**config.mk**
```make
export PLATFORM = sky130hd
export DESIGN_NAME = xor_checked_frame_receiver_flat
export DESIGN_NICKNAME = d
export VERILOG_FILES = /design/src/rtl/xcfr_pkg.sv /design/src/rtl/xcfr_if.sv /design/src/rtl/xcfr_cfg_regs.sv /design/src/rtl/xcfr_parser.sv /design/src/rtl/xor_checked_frame_receiver.sv /design/src/flat_wrapper.sv
export SDC_FILE = /design/constraint.sdc
export NUM_CORES = 1
export LEC_CHECK = 0
export ABC_AREA = 1
export BUFFER_PORTS_ARGS = -buffer_cell sky130_fd_sc_hd__buf_2
export CORE_MARGIN = 2
export CORE_UTILIZATION = 37
export CTS_CLUSTER_SIZE = 25
export DETAILED_ROUTE_END_ITERATION = 8
export SLEW_MARGIN = 20
export SYNTH_ARGS = -nofsm -noshare
export SYNTH_HDL_FRONTEND = slang
export SYNTH_SLANG_ARGS = --single-unit
```
**constraint.sdc**
```tcl
create_clock -name clk -period 6.9 [get_ports clk]
set_clock_uncertainty 0.2 [all_clocks]
set_input_delay 0 -clock clk [delete_from_list [all_inputs] [get_ports clk]]
set_output_delay 0 -clock clk [all_outputs]
set_load 0.01 [all_outputs]
```
**src/rtl/xcfr_pkg.sv**
```systemverilog
// Package with the shared types, codes and reset constants of the frame receiver.
package xcfr_pkg;

    localparam int unsigned BYTE_W  = 8;
    localparam int unsigned KIND_W  = 3;
    localparam int unsigned CFG_IDX_W = 2;

    localparam logic [BYTE_W-1:0] START_BYTE_RST   = 8'h58;
    localparam logic [BYTE_W-1:0] MAX_LENGTH_RST   = 8'd192;
    localparam logic [BYTE_W-1:0] CONTROL_CODE_RST = 8'hF2;
    localparam logic [BYTE_W-1:0] STATUS_CODE_RST  = 8'hF3;

    typedef enum logic [2:0] {
        PH_IDLE    = 3'd0,
        PH_FUNC    = 3'd1,
        PH_LEN     = 3'd2,
        PH_PAYLOAD = 3'd3,
        PH_CHECK   = 3'd4
    } phase_t;

    typedef enum logic [KIND_W-1:0] {
        KIND_PAYLOAD  = 3'd0,
        KIND_CONTROL  = 3'd1,
        KIND_STATUS   = 3'd2,
        KIND_OTHER    = 3'd3,
        KIND_BAD_SUM  = 3'd4,
        KIND_OVERLONG = 3'd5
    } kind_t;

    typedef enum logic [CFG_IDX_W-1:0] {
        REG_START_BYTE   = 2'd0,
        REG_MAX_LENGTH   = 2'd1,
        REG_CONTROL_CODE = 2'd2,
        REG_STATUS_CODE  = 2'd3
    } reg_index_t;

    typedef struct packed {
        logic [BYTE_W-1:0] start_byte;
        logic [BYTE_W-1:0] max_length;
        logic [BYTE_W-1:0] control_code;
        logic [BYTE_W-1:0] status_code;
    } cfg_t;

    typedef struct packed {
        kind_t             kind;
        logic [BYTE_W-1:0] data_byte;
        logic [BYTE_W-1:0] byte_index;
        logic [BYTE_W-1:0] function_code;
        logic [BYTE_W-1:0] frame_length;
    } result_t;

endpackage

```
**src/rtl/xcfr_if.sv**
```systemverilog
// Stream interfaces for received bytes and for frame results.
interface xcfr_byte_if;
    logic       valid;
    logic       ready;
    logic [7:0] rx_byte;

    modport source (output valid, output rx_byte, input ready);
    modport sink   (input valid, input rx_byte, output ready);
endinterface

interface xcfr_result_if;
    logic       valid;
    logic       ready;
    logic [2:0] kind;
    logic [7:0] data_byte;
    logic [7:0] byte_index;
    logic [7:0] function_code;
    logic [7:0] frame_length;

    modport source (output valid, output kind, output data_byte, output byte_index,
                    output function_code, output frame_length, input ready);
    modport sink   (input valid, input kind, input data_byte, input byte_index,
                    input function_code, input frame_length, output ready);
endinterface

```
**src/rtl/xcfr_cfg_regs.sv**
```systemverilog
// Configuration register bank of the frame receiver.
module xcfr_cfg_regs (
    input  logic                          clk,
    input  logic                          rst_n,
    input  logic                          cfg_we,
    input  logic [xcfr_pkg::CFG_IDX_W-1:0] cfg_index,
    input  logic [xcfr_pkg::BYTE_W-1:0]    cfg_data,
    output xcfr_pkg::cfg_t                cfg
);
    import xcfr_pkg::*;

    cfg_t cfg_reg;
    cfg_t cfg_next;

    always_comb
    begin
        cfg_next = cfg_reg;
        if (cfg_we)
        begin
            unique case (reg_index_t'(cfg_index))
                REG_START_BYTE:   cfg_next.start_byte   = cfg_data;
                REG_MAX_LENGTH:   cfg_next.max_length   = cfg_data;
                REG_CONTROL_CODE: cfg_next.control_code = cfg_data;
                REG_STATUS_CODE:  cfg_next.status_code  = cfg_data;
            endcase
        end
    end

    always_ff @(posedge clk or negedge rst_n)
    begin
        if (!rst_n)
        begin
            cfg_reg.start_byte   <= START_BYTE_RST;
            cfg_reg.max_length   <= MAX_LENGTH_RST;
            cfg_reg.control_code <= CONTROL_CODE_RST;
            cfg_reg.status_code  <= STATUS_CODE_RST;
        end
        else
        begin
            cfg_reg <= cfg_next;
        end
    end

    assign cfg = cfg_reg;

endmodule

```
**src/rtl/xcfr_parser.sv**
```systemverilog
// Frame parser: phase machine, running XOR check and result formation.
module xcfr_parser (
    input  logic                       clk,
    input  logic                       rst_n,
    input  xcfr_pkg::cfg_t             cfg,
    input  logic                       step,
    input  logic [xcfr_pkg::BYTE_W-1:0] rx_byte,
    output logic                       res_valid,
    output xcfr_pkg::result_t          res
);
    import xcfr_pkg::*;

    phase_t            phase_reg,    phase_next;
    logic [BYTE_W-1:0] function_reg, function_next;
    logic [BYTE_W-1:0] length_reg,   length_next;
    logic [BYTE_W-1:0] count_reg,    count_next;
    logic [BYTE_W-1:0] xor_reg,      xor_next;
    logic [BYTE_W-1:0] count_inc;

    assign count_inc = count_reg + 8'd1;

    // Next state.
    always_comb
    begin
        phase_next    = phase_reg;
        function_next = function_reg;
        length_next   = length_reg;
        count_next    = count_reg;
        xor_next      = xor_reg;
        unique case (phase_reg)
            PH_FUNC:
            begin
                function_next = rx_byte;
                xor_next      = rx_byte;
                phase_next    = PH_LEN;
            end
            PH_LEN:
            begin
                length_next = rx_byte;
                xor_next    = xor_reg ^ rx_byte;
                count_next  = '0;
                if (rx_byte > cfg.max_length)
                    phase_next = PH_IDLE;
                else if (rx_byte == '0)
                    phase_next = PH_CHECK;
                else
                    phase_next = PH_PAYLOAD;
            end
            PH_PAYLOAD:
            begin
                xor_next   = xor_reg ^ rx_byte;
                count_next = count_inc;
                if (count_inc == length_reg)
                    phase_next = PH_CHECK;
            end
            PH_CHECK:
            begin
                phase_next = PH_IDLE;
            end
            default:
            begin
                phase_next = (rx_byte == cfg.start_byte) ? PH_FUNC : PH_IDLE;
            end
        endcase
    end

    // Result for the byte now presented.
    always_comb
    begin
        res_valid         = 1'b0;
        res.kind          = KIND_PAYLOAD;
        res.data_byte     = '0;
        res.byte_index    = '0;
        res.function_code = function_reg;
        res.frame_length  = length_reg;
        unique case (phase_reg)
            PH_LEN:
            begin
                res.frame_length = rx_byte;
                if (rx_byte > cfg.max_length)
                begin
                    res_valid = 1'b1;
                    res.kind  = KIND_OVERLONG;
                end
            end
            PH_PAYLOAD:
            begin
                res_valid      = 1'b1;
                res.data_byte  = rx_byte;
                res.byte_index = count_reg;
            end
            PH_CHECK:
            begin
                res_valid = 1'b1;
                priority if (xor_reg != rx_byte)
                    res.kind = KIND_BAD_SUM;
                else if (function_reg == cfg.control_code)
                    res.kind = KIND_CONTROL;
                else if (function_reg == cfg.status_code)
                    res.kind = KIND_STATUS;
                else
                    res.kind = KIND_OTHER;
            end
            default:
            begin
                res_valid = 1'b0;
            end
        endcase
    end

    always_ff @(posedge clk or negedge rst_n)
    begin
        if (!rst_n)
        begin
            phase_reg    <= PH_IDLE;
            function_reg <= '0;
            length_reg   <= '0;
            count_reg    <= '0;
            xor_reg      <= '0;
        end
        else if (step)
        begin
            phase_reg    <= phase_next;
            function_reg <= function_next;
            length_reg   <= length_next;
            count_reg    <= count_next;
            xor_reg      <= xor_next;
        end
    end

    // An overlong length byte always yields exactly the overlong verdict.
    a_overlong: assert property (@(posedge clk) disable iff (!rst_n)
        (step && phase_reg == PH_LEN && rx_byte > cfg.max_length)
        |-> (res_valid && res.kind == KIND_OVERLONG))
        else $error("overlong length did not give an overlong verdict");

    // Hunting and the function byte never produce a result.
    a_quiet_header: assert property (@(posedge clk) disable iff (!rst_n)
        (phase_reg == PH_IDLE || phase_reg == PH_FUNC) |-> !res_valid)
        else $error("result produced during start or function byte");

    // Every payload beat advances the index by one.
    a_count_step: assert property (@(posedge clk) disable iff (!rst_n)
        (step && phase_reg == PH_PAYLOAD)
        |=> (count_reg == $past(count_reg) + 8'd1))
        else $error("payload index did not advance by one");

    // The check byte always closes the frame.
    a_check_closes: assert property (@(posedge clk) disable iff (!rst_n)
        (step && phase_reg == PH_CHECK) |=> (phase_reg == PH_IDLE))
        else $error("parser did not return to idle after the check byte");

endmodule

```
**src/rtl/xor_checked_frame_receiver.sv**
```systemverilog
// Top level of the XOR-checked frame receiver.
//
//  channel | direction | beat payload                                         | kind
//  --------+-----------+------------------------------------------------------+-----------
//  rx      | in        | rx_byte                                              | valid/ready
//  frame   | out       | kind, data_byte, byte_index, function_code,          | valid/ready
//          |           | frame_length                                         |
//  cfg     | in        | cfg_we, cfg_index, cfg_data (write only)             | strobe
//
// One received byte is taken per cycle unless frame.ready holds the block back.
// A byte is first captured in an input register; the parser then consumes it
// and, if it causes a result, that result is loaded into the output register,
// from which the result beat is offered.
// Reset (rst_n low, asynchronous) puts the parser in the hunting state, empties
// both registers and loads the register reset values.
// When the result register is full and frame.ready is low, the input register
// holds its byte and rx.ready drops only once the input register is also full;
// every byte, even one that causes no result, leaves the input register only
// when the output register is empty or is being emptied in the same cycle.
// Throughput is one byte per cycle while frame.ready stays high.
module xor_checked_frame_receiver (
    input  logic                          clk,
    input  logic                          rst_n,
    xcfr_byte_if.sink                     rx,
    xcfr_result_if.source                 frame,
    input  logic                          cfg_we,
    input  logic [xcfr_pkg::CFG_IDX_W-1:0] cfg_index,
    input  logic [xcfr_pkg::BYTE_W-1:0]    cfg_data
);
    import xcfr_pkg::*;

    cfg_t              cfg;
    logic              in_valid_reg, in_valid_next;
    logic [BYTE_W-1:0] in_byte_reg;
    logic              out_valid_reg, out_valid_next;
    result_t           out_reg;
    logic              rx_take;
    logic              advance;
    logic              par_valid;
    result_t           par_res;

    xcfr_cfg_regs u_cfg (
        .clk       (clk),
        .rst_n     (rst_n),
        .cfg_we    (cfg_we),
        .cfg_index (cfg_index),
        .cfg_data  (cfg_data),
        .cfg       (cfg)
    );

    // The parser moves on whenever a byte is waiting and the output register
    // is free or is being emptied in this cycle.
    assign advance  = in_valid_reg && (!out_valid_reg || frame.ready);
    assign rx.ready = !in_valid_reg || advance;
    assign rx_take  = rx.valid && rx.ready;

    xcfr_parser u_parser (
        .clk       (clk),
        .rst_n     (rst_n),
        .cfg       (cfg),
        .step      (advance),
        .rx_byte   (in_byte_reg),
        .res_valid (par_valid),
        .res       (par_res)
    );

    always_comb
    begin
        in_valid_next = in_valid_reg;
        if (rx_take)
            in_valid_next = 1'b1;
        else if (advance)
            in_valid_next = 1'b0;
    end

    always_comb
    begin
        out_valid_next = out_valid_reg;
        if (advance)
            out_valid_next = par_valid;
        else if (frame.ready)
            out_valid_next = 1'b0;
    end

    always_ff @(posedge clk or negedge rst_n)
    begin
        if (!rst_n)
        begin
            in_valid_reg  <= 1'b0;
            out_valid_reg <= 1'b0;
        end
        else
        begin
            in_valid_reg  <= in_valid_next;
            out_valid_reg <= out_valid_next;
        end
    end

    // Payload registers carry no reset.
    always_ff @(posedge clk)
    begin
        if (rx_take)
            in_byte_reg <= rx.rx_byte;
        if (advance && par_valid)
            out_reg <= par_res;
    end

    assign frame.valid         = out_valid_reg;
    assign frame.kind          = out_reg.kind;
    assign frame.data_byte     = out_reg.data_byte;
    assign frame.byte_index    = out_reg.byte_index;
    assign frame.function_code = out_reg.function_code;
    assign frame.frame_length  = out_reg.frame_length;

endmodule

```
**src/flat_wrapper.sv**
```systemverilog
// flat-port wrapper written by rule: the top's interface ports become plain ports
module xor_checked_frame_receiver_flat import xcfr_pkg::*;
  (clk, rst_n, cfg_we, cfg_index, cfg_data, rx_valid, rx_rx_byte, rx_ready, frame_valid, frame_kind, frame_data_byte, frame_byte_index, frame_function_code, frame_frame_length, frame_ready);
  xcfr_byte_if rx_i ();
  xcfr_result_if frame_i ();
  input  logic clk;
  input  logic rst_n;
  input  logic cfg_we;
  input  logic [xcfr_pkg::CFG_IDX_W-1:0] cfg_index;
  input  logic [xcfr_pkg::BYTE_W-1:0] cfg_data;
  input wire logic [$bits(rx_i.valid)-1:0] rx_valid;
  input wire logic [$bits(rx_i.rx_byte)-1:0] rx_rx_byte;
  output wire logic [$bits(rx_i.ready)-1:0] rx_ready;
  output wire logic [$bits(frame_i.valid)-1:0] frame_valid;
  output wire logic [$bits(frame_i.kind)-1:0] frame_kind;
  output wire logic [$bits(frame_i.data_byte)-1:0] frame_data_byte;
  output wire logic [$bits(frame_i.byte_index)-1:0] frame_byte_index;
  output wire logic [$bits(frame_i.function_code)-1:0] frame_function_code;
  output wire logic [$bits(frame_i.frame_length)-1:0] frame_frame_length;
  input wire logic [$bits(frame_i.ready)-1:0] frame_ready;
  assign rx_i.valid = rx_valid;
  assign rx_i.rx_byte = rx_rx_byte;
  assign rx_ready = rx_i.ready;
  assign frame_valid = frame_i.valid;
  assign frame_kind = frame_i.kind;
  assign frame_data_byte = frame_i.data_byte;
  assign frame_byte_index = frame_i.byte_index;
  assign frame_function_code = frame_i.function_code;
  assign frame_frame_length = frame_i.frame_length;
  assign frame_i.ready = frame_ready;
  xor_checked_frame_receiver u_core (.clk(clk), .rst_n(rst_n), .rx(rx_i), .frame(frame_i), .cfg_we(cfg_we), .cfg_index(cfg_index), .cfg_data(cfg_data));
endmodule
```
Word-level counts from Yosys, hierarchy flattened
Index checks and enable logic that the tools add are counted.
{"block": "totals", "ff_bits": 112, "mem_bits_ro": 0, "n_memories": 0, "wordCells": 75, "ram_bits": 0, "latchBits": 0}
{"block": "classes", "n_reduce_logical": 23, "bitwise_logic": 1, "n_mux": 19, "shifts": 0, "n_lt_le_gt_ge": 1, "n_eq_ne": 13, "mul": 0, "div_mod_pow": 0, "addsub": 1}
{"cell": "8-bit == test", "count": 4}
{"cell": "8-bit case mux with 2 select lines", "count": 2}
{"cell": "2-bit AND reduction", "count": 8}
{"cell": "3-bit two-way mux", "count": 5}
{"cell": "3-bit case mux with 4 select lines", "count": 1}
{"cell": "8-bit by 1-bit adder with 8-bit output, second input constant", "count": 1}
{"cell": "8-bit > comparator", "count": 1}
{"cell": "8-bit zero test", "count": 1}
{"cell": "8-bit two-way mux", "count": 1}
{"cell": "8-bit inequality test", "count": 1}
{"cell": "2-bit nonzero test", "count": 4}
{"cell": "8-bit XOR", "count": 1}
{"cell": "1-bit two-way mux", "count": 7}
{"cell": "3-bit by 2-bit == test with 1-bit output, second input constant", "count": 2}
{"cell": "3-bit case mux with 2 select lines", "count": 1}
{"cell": "2-bit == test, second input constant", "count": 2}
{"cell": "2-bit OR reduction", "count": 2}
{"cell": "3-bit by 1-bit == test with 1-bit output, second input constant", "count": 1}
{"cell": "3-bit == test, second input constant", "count": 1}
{"cell": "1-bit logical AND", "count": 3}
{"cell": "2-bit by 1-bit == test with 1-bit output, second input constant", "count": 1}
{"cell": "1-bit zero test", "count": 2}
{"cell": "2-bit zero test", "count": 1}
{"cell": "1-bit logical OR", "count": 2}
{"cell": "3 further kinds", "count": 3}

Longest topological paths before layout
Gate-level depths: netlist (run 1).
{"block": "logic_depth", "depth_word": 6, "ltp_mapped": 14}

Modules after synthesis
Synthesis (run 1) repeated with hierarchy kept, for this count alone.
{"block": "hier_totals", "cells_unflattened": 565, "area_unflattened_um2": 5474.0}
{"module": "xcfr_parser", "area_each_um2": 2617.5, "cells_each": 364, "n_inst": 1}
{"module": "xcfr_cfg_regs", "area_each_um2": 1456.4, "cells_each": 143, "n_inst": 1}
{"module": "xor_checked_frame_receiver", "area_each_um2": 1400.1, "cells_each": 58, "n_inst": 1}

Worst setup path after synthesis (run 1)
Ideal clock, no wire load.
{"block": "synth_timing", "path_kind": "register -> register", "start": "register u_core.u_cfg.cfg_reg, in the netlist u_core.u_cfg.cfg[23]", "end": "register u_core.out_reg, in the netlist u_core.frame.byte_index[0], enable pin", "path_slack_ns": 4.253, "setup_time_ns": 0.390, "stages_incl_launch_ff": 11, "t_arrival_ns": 2.057, "path_cell_list": "dfstp_2 inv_1 ha_1 nand2_1 nor2_1 nand2_1 nand2_1 nand3_1 nand3_1 nand2_1 inv_1"}
{"block": "synth_via", "elab_chain_len": 4}
{"item": "start, declared", "line": "xcfr_cfg_regs.sv:12", "source": "cfg_t cfg_reg;"}
{"item": "start signal, assigned", "line": "xcfr_cfg_regs.sv:40", "source": "cfg_reg <= cfg_next;"}
{"item": "8-bit > comparator", "line": "xcfr_parser.sv:80", "source": "if (rx_byte > cfg.max_length)"}
{"item": "1-bit two-way mux", "line": "xcfr_parser.sv:80"}
{"item": "1-bit case mux with 2 select lines", "line": "xcfr_parser.sv:76", "source": "unique case (phase_reg)"}
{"item": "1-bit logical AND", "line": "xor_checked_frame_receiver.sv:104", "source": "if (advance && par_valid)"}
{"item": "end signal, assigned", "line": "xor_checked_frame_receiver.sv:105", "source": "out_reg <= par_res;"}
{"item": "end, declared", "line": "xor_checked_frame_receiver.sv:36", "source": "result_t out_reg;"}
Every way passes these cells.
A chain may end at the register's enable or synchronous reset.

Worst setup path in the final report (run 1)
{"block": "layout_timing", "start": "register u_core.u_parser.phase_reg[1]", "end": "register u_core.u_parser.xor_reg[6]"}
{"block": "layout_via", "elab_chain_len": 4, "word_cells_on_any_way": 7}
{"item": "start, declared", "line": "xcfr_parser.sv:13", "source": "phase_t phase_reg, phase_next;"}
{"item": "start signal, assigned", "line": "xcfr_parser.sv:123", "source": "phase_reg <= phase_next;"}
{"item": "3-bit by 2-bit == test with 1-bit output", "line": "xcfr_parser.sv:30", "source": "unique case (phase_reg)"}
{"item": "2-bit OR reduction (no line)"}
{"item": "2-bit nonzero test (no line)"}
{"item": "2-bit AND reduction (no line)"}
{"item": "end signal, assigned", "line": "xcfr_parser.sv:127", "source": "xor_reg <= xor_next;"}
{"item": "end, declared", "line": "xcfr_parser.sv:17", "source": "logic [BYTE_W-1:0] xor_reg, xor_next;"}
Several ways; a longest one is shown, not always the timed one.

==> flow_metrics.env, run 1 <==
export IMPL_outcome="finished, final reports clean"
export IMPL_crit_path_start_kind="flop"
export IMPL_viasPerCell=4.78
export IMPL_postPlaceCellArea_mm2=0.00567
export IMPL_synth_edff_count=43
export IMPL_crit_type="reg2reg"
export IMPL_synth_ff_type="dfrtp_1"
export IMPL_ir_drop_mv=0.165
export IMPL_cts_post_setup_buffers_inserted=0
export IMPL_ys_seq_elements=112
export IMPL_grt_pass1_vias=3882
export IMPL_synth_top_family_by_area="simple AND/OR/NAND/NOR gates"
export IMPL_yosysMostFrequentCell="nand2_1"
export IMPL_synth_cell_types=30
export IMPL_hold_class="in2reg"
export IMPL_ant_nets=0
export IMPL_grt_antenna_before_repair=0
export IMPL_synth_area_mm2=0.00517
export IMPL_yosysSeqAreaShare=0.587
export IMPL_synth_area_top_cells="dfrtp_1, edfxtp_1, nand2_1"
export IMPL_track_usage=0.163
export IMPL_wl_um=11300
export IMPL_rsz0062_at_grt="no"
export IMPL_grt_max_degree=70
export IMPL_finalCritPeriodShare=0.400
export IMPL_drc=0
export IMPL_grt_pass1_wl_um=18800
export IMPL_drive_above_1_share=0.185
export IMPL_clock_root_buffer="clkbuf_16"
export IMPL_routedWlPerCell_um=13.8
export IMPL_power_density_mw_per_mm2=346
export IMPL_rows=43
export IMPL_fillerInstances=1391
export IMPL_stdcell_area_mm2=0.00618
export IMPL_yosys_warnings=0
export IMPL_core_mm2=0.0138
export IMPL_synth_top_area_share=0.256
export IMPL_clk_pin_slew_ns=0.07
export IMPL_regArea_mm2=0.00304
export IMPL_worstPathArrival_ns=2.82
export IMPL_worst_pin_slew_ns=0.890
export IMPL_crit_fanout=21
export IMPL_worst_hold_slack_ns=0.0877
export IMPL_multi_input_area_mm2=0.00185
export IMPL_die_y_um=122
export IMPL_startpoint="u_core.u_parser.phase_reg[1]"
export IMPL_setup_viol=0
export IMPL_antennaDiodeCount=0
export IMPL_syn_num_nets=583
export IMPL_dieArea_mm2=0.0149
export IMPL_slew_violations=0
export IMPL_syn_inst=551
export IMPL_fmax_mhz=362
export IMPL_yosys_area_share_simple=0.209
export IMPL_worstReg2RegStart="u_core.u_parser.phase_reg[1]"
export IMPL_gp_congestion=0.824
export IMPL_synth_fa_ha_area_frac=0.0218
export IMPL_worst_slack_ns=4.14
export IMPL_yosys_area_top_type="dfrtp_1"
export IMPL_clockBufferDepth=2
export IMPL_fin_crit_ns=2.76
export IMPL_cts_made_buffers=9
export IMPL_synth_area_per_cell_um2=9.39
export IMPL_async_reset_ff_frac=0.616
export IMPL_power_w=0.00214
export IMPL_synth_xor_area_frac=0.0491
export IMPL_synth_compound_area_frac=0.0783
export IMPL_first_pass_iters=5
export IMPL_cts_tree="built"
export IMPL_worstSetupEndpointType="flop"
export IMPL_htree_levels=3
export IMPL_synth_commonest_cells="nand2_1, o21ai_0, inv_1"
export IMPL_place_ws_ns=4.13
export IMPL_dp_hpwl_um=8200
export IMPL_initial_utilization=0.376
export IMPL_required_ns=6.96
export IMPL_area_growth_pct=19.5
export IMPL_ios=60
export IMPL_dr_first_iter_drc_count=292
export IMPL_num_vias=3906
export IMPL_fp_dieW_um=122
export IMPL_nets=665
export IMPL_largest_register_ffs=32
export IMPL_r2r_cells=9
export IMPL_p_leak_nw=2.79
export IMPL_tns_ns=0
export IMPL_hold_viol=0
export IMPL_synth_mux_area_frac=0
export IMPL_clock_sinks=112
export IMPL_hold_path_startpoint="cfg_we"
export IMPL_grt_overflow=0
export IMPL_clk_latency_ns=0.34
export IMPL_max_slew_margin=0.406
export IMPL_io_buffers=59
export IMPL_whs_path_depth=3
export IMPL_cap_violations=0
## cells in the final DEF, fill, tap and decap left out
| cell | instances |
|---|---|
| ha_1 | 9 |
| nand4_1 | 10 |
| nor4_1 | 2 |
| o21ai_0 | 63 |
| nor3b_1 | 1 |
| or2_2 | 7 |
| xor2_1 | 23 |
| nand2_2 | 3 |
| buf_4 | 3 |
| nor2_4 | 2 |
| clkinv_1 | 1 |
| dfstp_2 | 16 |
| nor2_1 | 38 |
| inv_2 | 4 |
| dfrtp_1 | 53 |
| nand2_1 | 139 |
| clkbuf_16 | 9 |
| clkinv_2 | 1 |
| bufinv_16 | 1 |
| and2_4 | 1 |
| buf_2 | 59 |
| nor2_2 | 4 |
| edfxtp_1 | 43 |
| o21ai_1 | 6 |
| o22ai_1 | 2 |
| clkbuf_8 | 1 |
| nand3_1 | 34 |
| xnor2_1 | 6 |
| o21a_1 | 1 |
| nor3_1 | 3 |
| inv_1 | 57 |
| nand3_2 | 3 |
| a21oi_1 | 8 |
| dlygate4sd3_1 | 21 |
| clkinv_4 | 3 |
| clkinvlp_4 | 1 |
## where the power goes
part           internal [W]  switching (W)  leakage, nW
Combinational      0.000233       0.000375         1.45
Sequential         0.000873       0.000135         1.19
Clock              0.000293       0.000234        0.149
Total               0.00140       0.000744         2.79
## path summary, 6_finish.rpt
check,endpoint,slack (ns)
max,u_core.u_parser.xor_reg[6],4.14
min,u_core.u_cfg.cfg[14],0.09
max reg2reg,u_core.u_parser.xor_reg[6],4.14
min reg2reg,u_core.u_cfg.cfg[21],0.29
max in group asynchronous,u_core.u_parser.xor_reg[1],5.73
min in group asynchronous,u_core.u_cfg.cfg[18],0.21
## metrics by stage
stage           util  instances
2_1_floorplan      -        551
3_3_place_gp   0.411        781
3_5_place_dp   0.411        781
4_1_cts        0.449        818
5_1_grt        0.449        818
6_report       0.449        818
## logic make-up after synthesis
kind of cell / count (synthesis)
AO/OA/AOI/OAI: 80
XOR/XNOR: 29
adder cells (fa/ha/maj): 9
buffers and inverters: 74
flip-flops: 112
AND/OR/NAND/NOR: 247
## layer usage
metal | GRT usage | part of all wire | vias up
met3 | 0.0279 | 0.047 | 13
li1 | - | - | 1968
met5 | 0 | 0 | -
met4 | 0.0560 | 0.016 | 0
met2 | 0.274 | 0.48 | 92
met1 | 0.213 | 0.46 | 1833
## worst max-delay path, stage by stage, from the launching register on
cell	delay [ns]
dfrtp_1	0.43
nand2_1	0.09
inv_1	0.04
nand2_1	0.57
nand2_1	0.40
nand2_1	0.17
inv_2	0.10
nor2_2	0.38
nor2_1	0.11
xnor2_1	0.19
## final cells by class
class / instances / share of cell area
multi-input cells: 365 / 0.300
repair buffers: 83 / 0.0854
inverters: 62 / 0.0376
flip-flops and latches: 112 / 0.491
clock buffers: 10 / 0.0386
well taps: 180 / 0.0364
clock inverters: 6 / 0.0111
## timing repair
| action | in CTS | in global routing |
|---|---|---|
| hold endpoints to repair | 103 | 0 |
| resized for setup | 0 | 0 |
| hold buffers | 21 | 0 |
No activity file was read; power rests on OpenSTA's default activity.
==> run 2: changes to the inputs <==
==> constraint.sdc (replaced) <==
create_clock -name clk -period 2.5 [get_ports clk]
set_clock_uncertainty 0.2 [all_clocks]
set_input_delay 0 -clock clk [delete_from_list [all_inputs] [get_ports clk]]
set_output_delay 0 -clock clk [all_outputs]
set_load 0.01 [all_outputs]
==> run 2 against run 1 <==
- sequential share of layout area fell by 0.30 points
- worst setup slack got worse by 3.9 ns
- total power rose to 2.7 times the previous value
- combinational power rose to 2.8 times the previous value
- clock power rose to 2.6 times the previous value
- worst hold slack got worse by 0.058 ns
- via count rose by 1.6%
- critical path depth rose by 2
- critical path type unchanged
==> flow_metrics.env, run 2 (synthesis results as in run 1) <==
export IMPL_rsz0062_at_grt="no"
export IMPL_die_y_um=122
export IMPL_first_pass_iters=4
export IMPL_clock_root_buffer="clkbuf_16"
export IMPL_clk_pin_slew_ns=0.08
export IMPL_grt_max_degree=42
export IMPL_crit_type="reg2reg"
export IMPL_clockBufferDepth=2
export IMPL_dp_hpwl_um=8500
export IMPL_ant_nets=0
export IMPL_dieArea_mm2=0.0149
export IMPL_worstReg2RegStart="u_core.u_cfg.cfg[23]"
export IMPL_gp_congestion=0.831
export IMPL_rows=43
export IMPL_setup_viol=0
export IMPL_fin_crit_ns=2.31
export IMPL_grt_pass1_wl_um=19300
export IMPL_worst_hold_slack_ns=0.0296
export IMPL_final_core_util=0.452
export IMPL_grt_pass1_vias=3883
export IMPL_required_ns=2.35
export IMPL_clock_sinks=112
export IMPL_worstPathArrival_ns=2.15
export IMPL_nets=670
export IMPL_cap_violations=0
export IMPL_ios=60
export IMPL_hold_viol=0
export IMPL_cts_tree="built"
export IMPL_stdcell_area_mm2=0.00622
export IMPL_tns_ns=0
export IMPL_p_int_w=0.00376
export IMPL_worstSetupEndpointType="flop"
export IMPL_p_comb_frac=0.294
export IMPL_dpl_cell_count=786
export IMPL_power_density_mw_per_mm2=945
export IMPL_crit_fanout=35
export IMPL_max_slew_margin=0.539
export IMPL_p_switching_w=0.00211
export IMPL_cts_resized=0
export IMPL_crit_path_start_kind="flop"
export IMPL_worst_pin_slew_ns=0.692
export IMPL_cts_post_setup_buffers_inserted=0
export IMPL_grt_overflow=0
export IMPL_cts_made_buffers=9
export IMPL_final_common_cell="nand2_1"
export IMPL_fmax_mhz=434
export IMPL_finalCritPeriodShare=0.922
export IMPL_area_growth_pct=20.2
export IMPL_drc=0
export IMPL_clkPwrFrac=0.233
export IMPL_htree_levels=3
export IMPL_p_leak_nw=2.79
export IMPL_initial_utilization=0.376
export IMPL_grt_antenna_before_repair=0
export IMPL_slew_violations=0
export IMPL_cts_hold_fix_buffers=21
export IMPL_io_buffers=59
export IMPL_core_mm2=0.0138
export IMPL_layout_cells_non_filler=823
export IMPL_drive_above_1_share=0.191
export IMPL_postPlaceCellArea_mm2=0.00573
export IMPL_startpoint="u_core.u_cfg.cfg[23]"
export IMPL_swShare=0.360
export IMPL_layout_common_cells="nand2_1, o21ai_0, buf_2"
export IMPL_dr_first_iter_drc_count=260
export IMPL_hold_class="in2async"
export IMPL_wl_um=11600
export IMPL_p_seq_frac=0.473
export IMPL_clk_latency_ns=0.35
export IMPL_antennaDiodeCount=0
export IMPL_outcome="finished, final reports clean"
export IMPL_ir_drop_mv=0.373
export IMPL_num_vias=3967
export IMPL_routedWlPerCell_um=14.1
export IMPL_largest_register_ffs=32
export IMPL_viasPerCell=4.82
export IMPL_fp_dieW_um=122
export IMPL_track_usage=0.168
-- run 2: stage by stage --
stage               setup slack (ns)  power, W
finish                         0.194   0.00588
global route                 0.00575   0.00632
CTS                            0.173   0.00593
detailed placement             0.193   0.00452
global placement               0.232   0.00445
floorplan                    0.00667   0.00398
-- run 2: path summary, 6_finish.rpt --
kind,end,slack [ns],depth (start not counted)
hold reg to reg,u_core.u_cfg.cfg[18],0.29,2
max in group asynchronous,u_core.u_cfg.cfg[22],1.36,3
setup / recovery,u_core.frame.function_code[4],0.19,11
setup reg to reg,u_core.frame.function_code[4],0.19,11
hold / removal,u_core.u_cfg.cfg[11],0.03,2
min in group clk,u_core.u_cfg.cfg[7],0.06,3
-- run 2: metal layers --
metal / global-route usage / vias up / part of all wire
met5: 0 / - / 0
met4: 0.0618 / 0 / 0.017
met3: 0.0270 / 18 / 0.044
met2: 0.279 / 80 / 0.48
met1: 0.222 / 1891 / 0.46
li1: - / 1978 / -
-- run 2: worst max-delay path: stages, from the launching register on --
cell	delay, ns
dfstp_2	0.53
inv_1	0.04
ha_1	0.28
nand2_1	0.07
nor2_1	0.14
nand2_1	0.07
nand2_1	0.08
nand3_1	0.09
nand3_1	0.08
nand2_1	0.10
clkinvlp_4	0.10
buf_12	0.21
-- run 2: power groups by stage --
| stage | registers [W] | clock network [W] | logic (W) |
|---|---|---|---|
| after floorplan | 0.00274 | 0 | 0.00124 |
| after global placement | 0.00280 | 0 | 0.00166 |
| after detailed placement | 0.00282 | 0 | 0.00171 |
| after CTS | 0.00278 | 0.00140 | 0.00175 |
| after global routing | 0.00283 | 0.00148 | 0.00201 |
| final | 0.00278 | 0.00137 | 0.00173 |
-- run 2: area by class of cell --
type	instances	area, um2
multi-input cells	365	1850
clock buffers	9	225
clock inverters	7	53.8
well taps	180	225
inverters	62	236
repair buffers	88	591
flip-flops and latches	112	3040
fillers	1369	7550
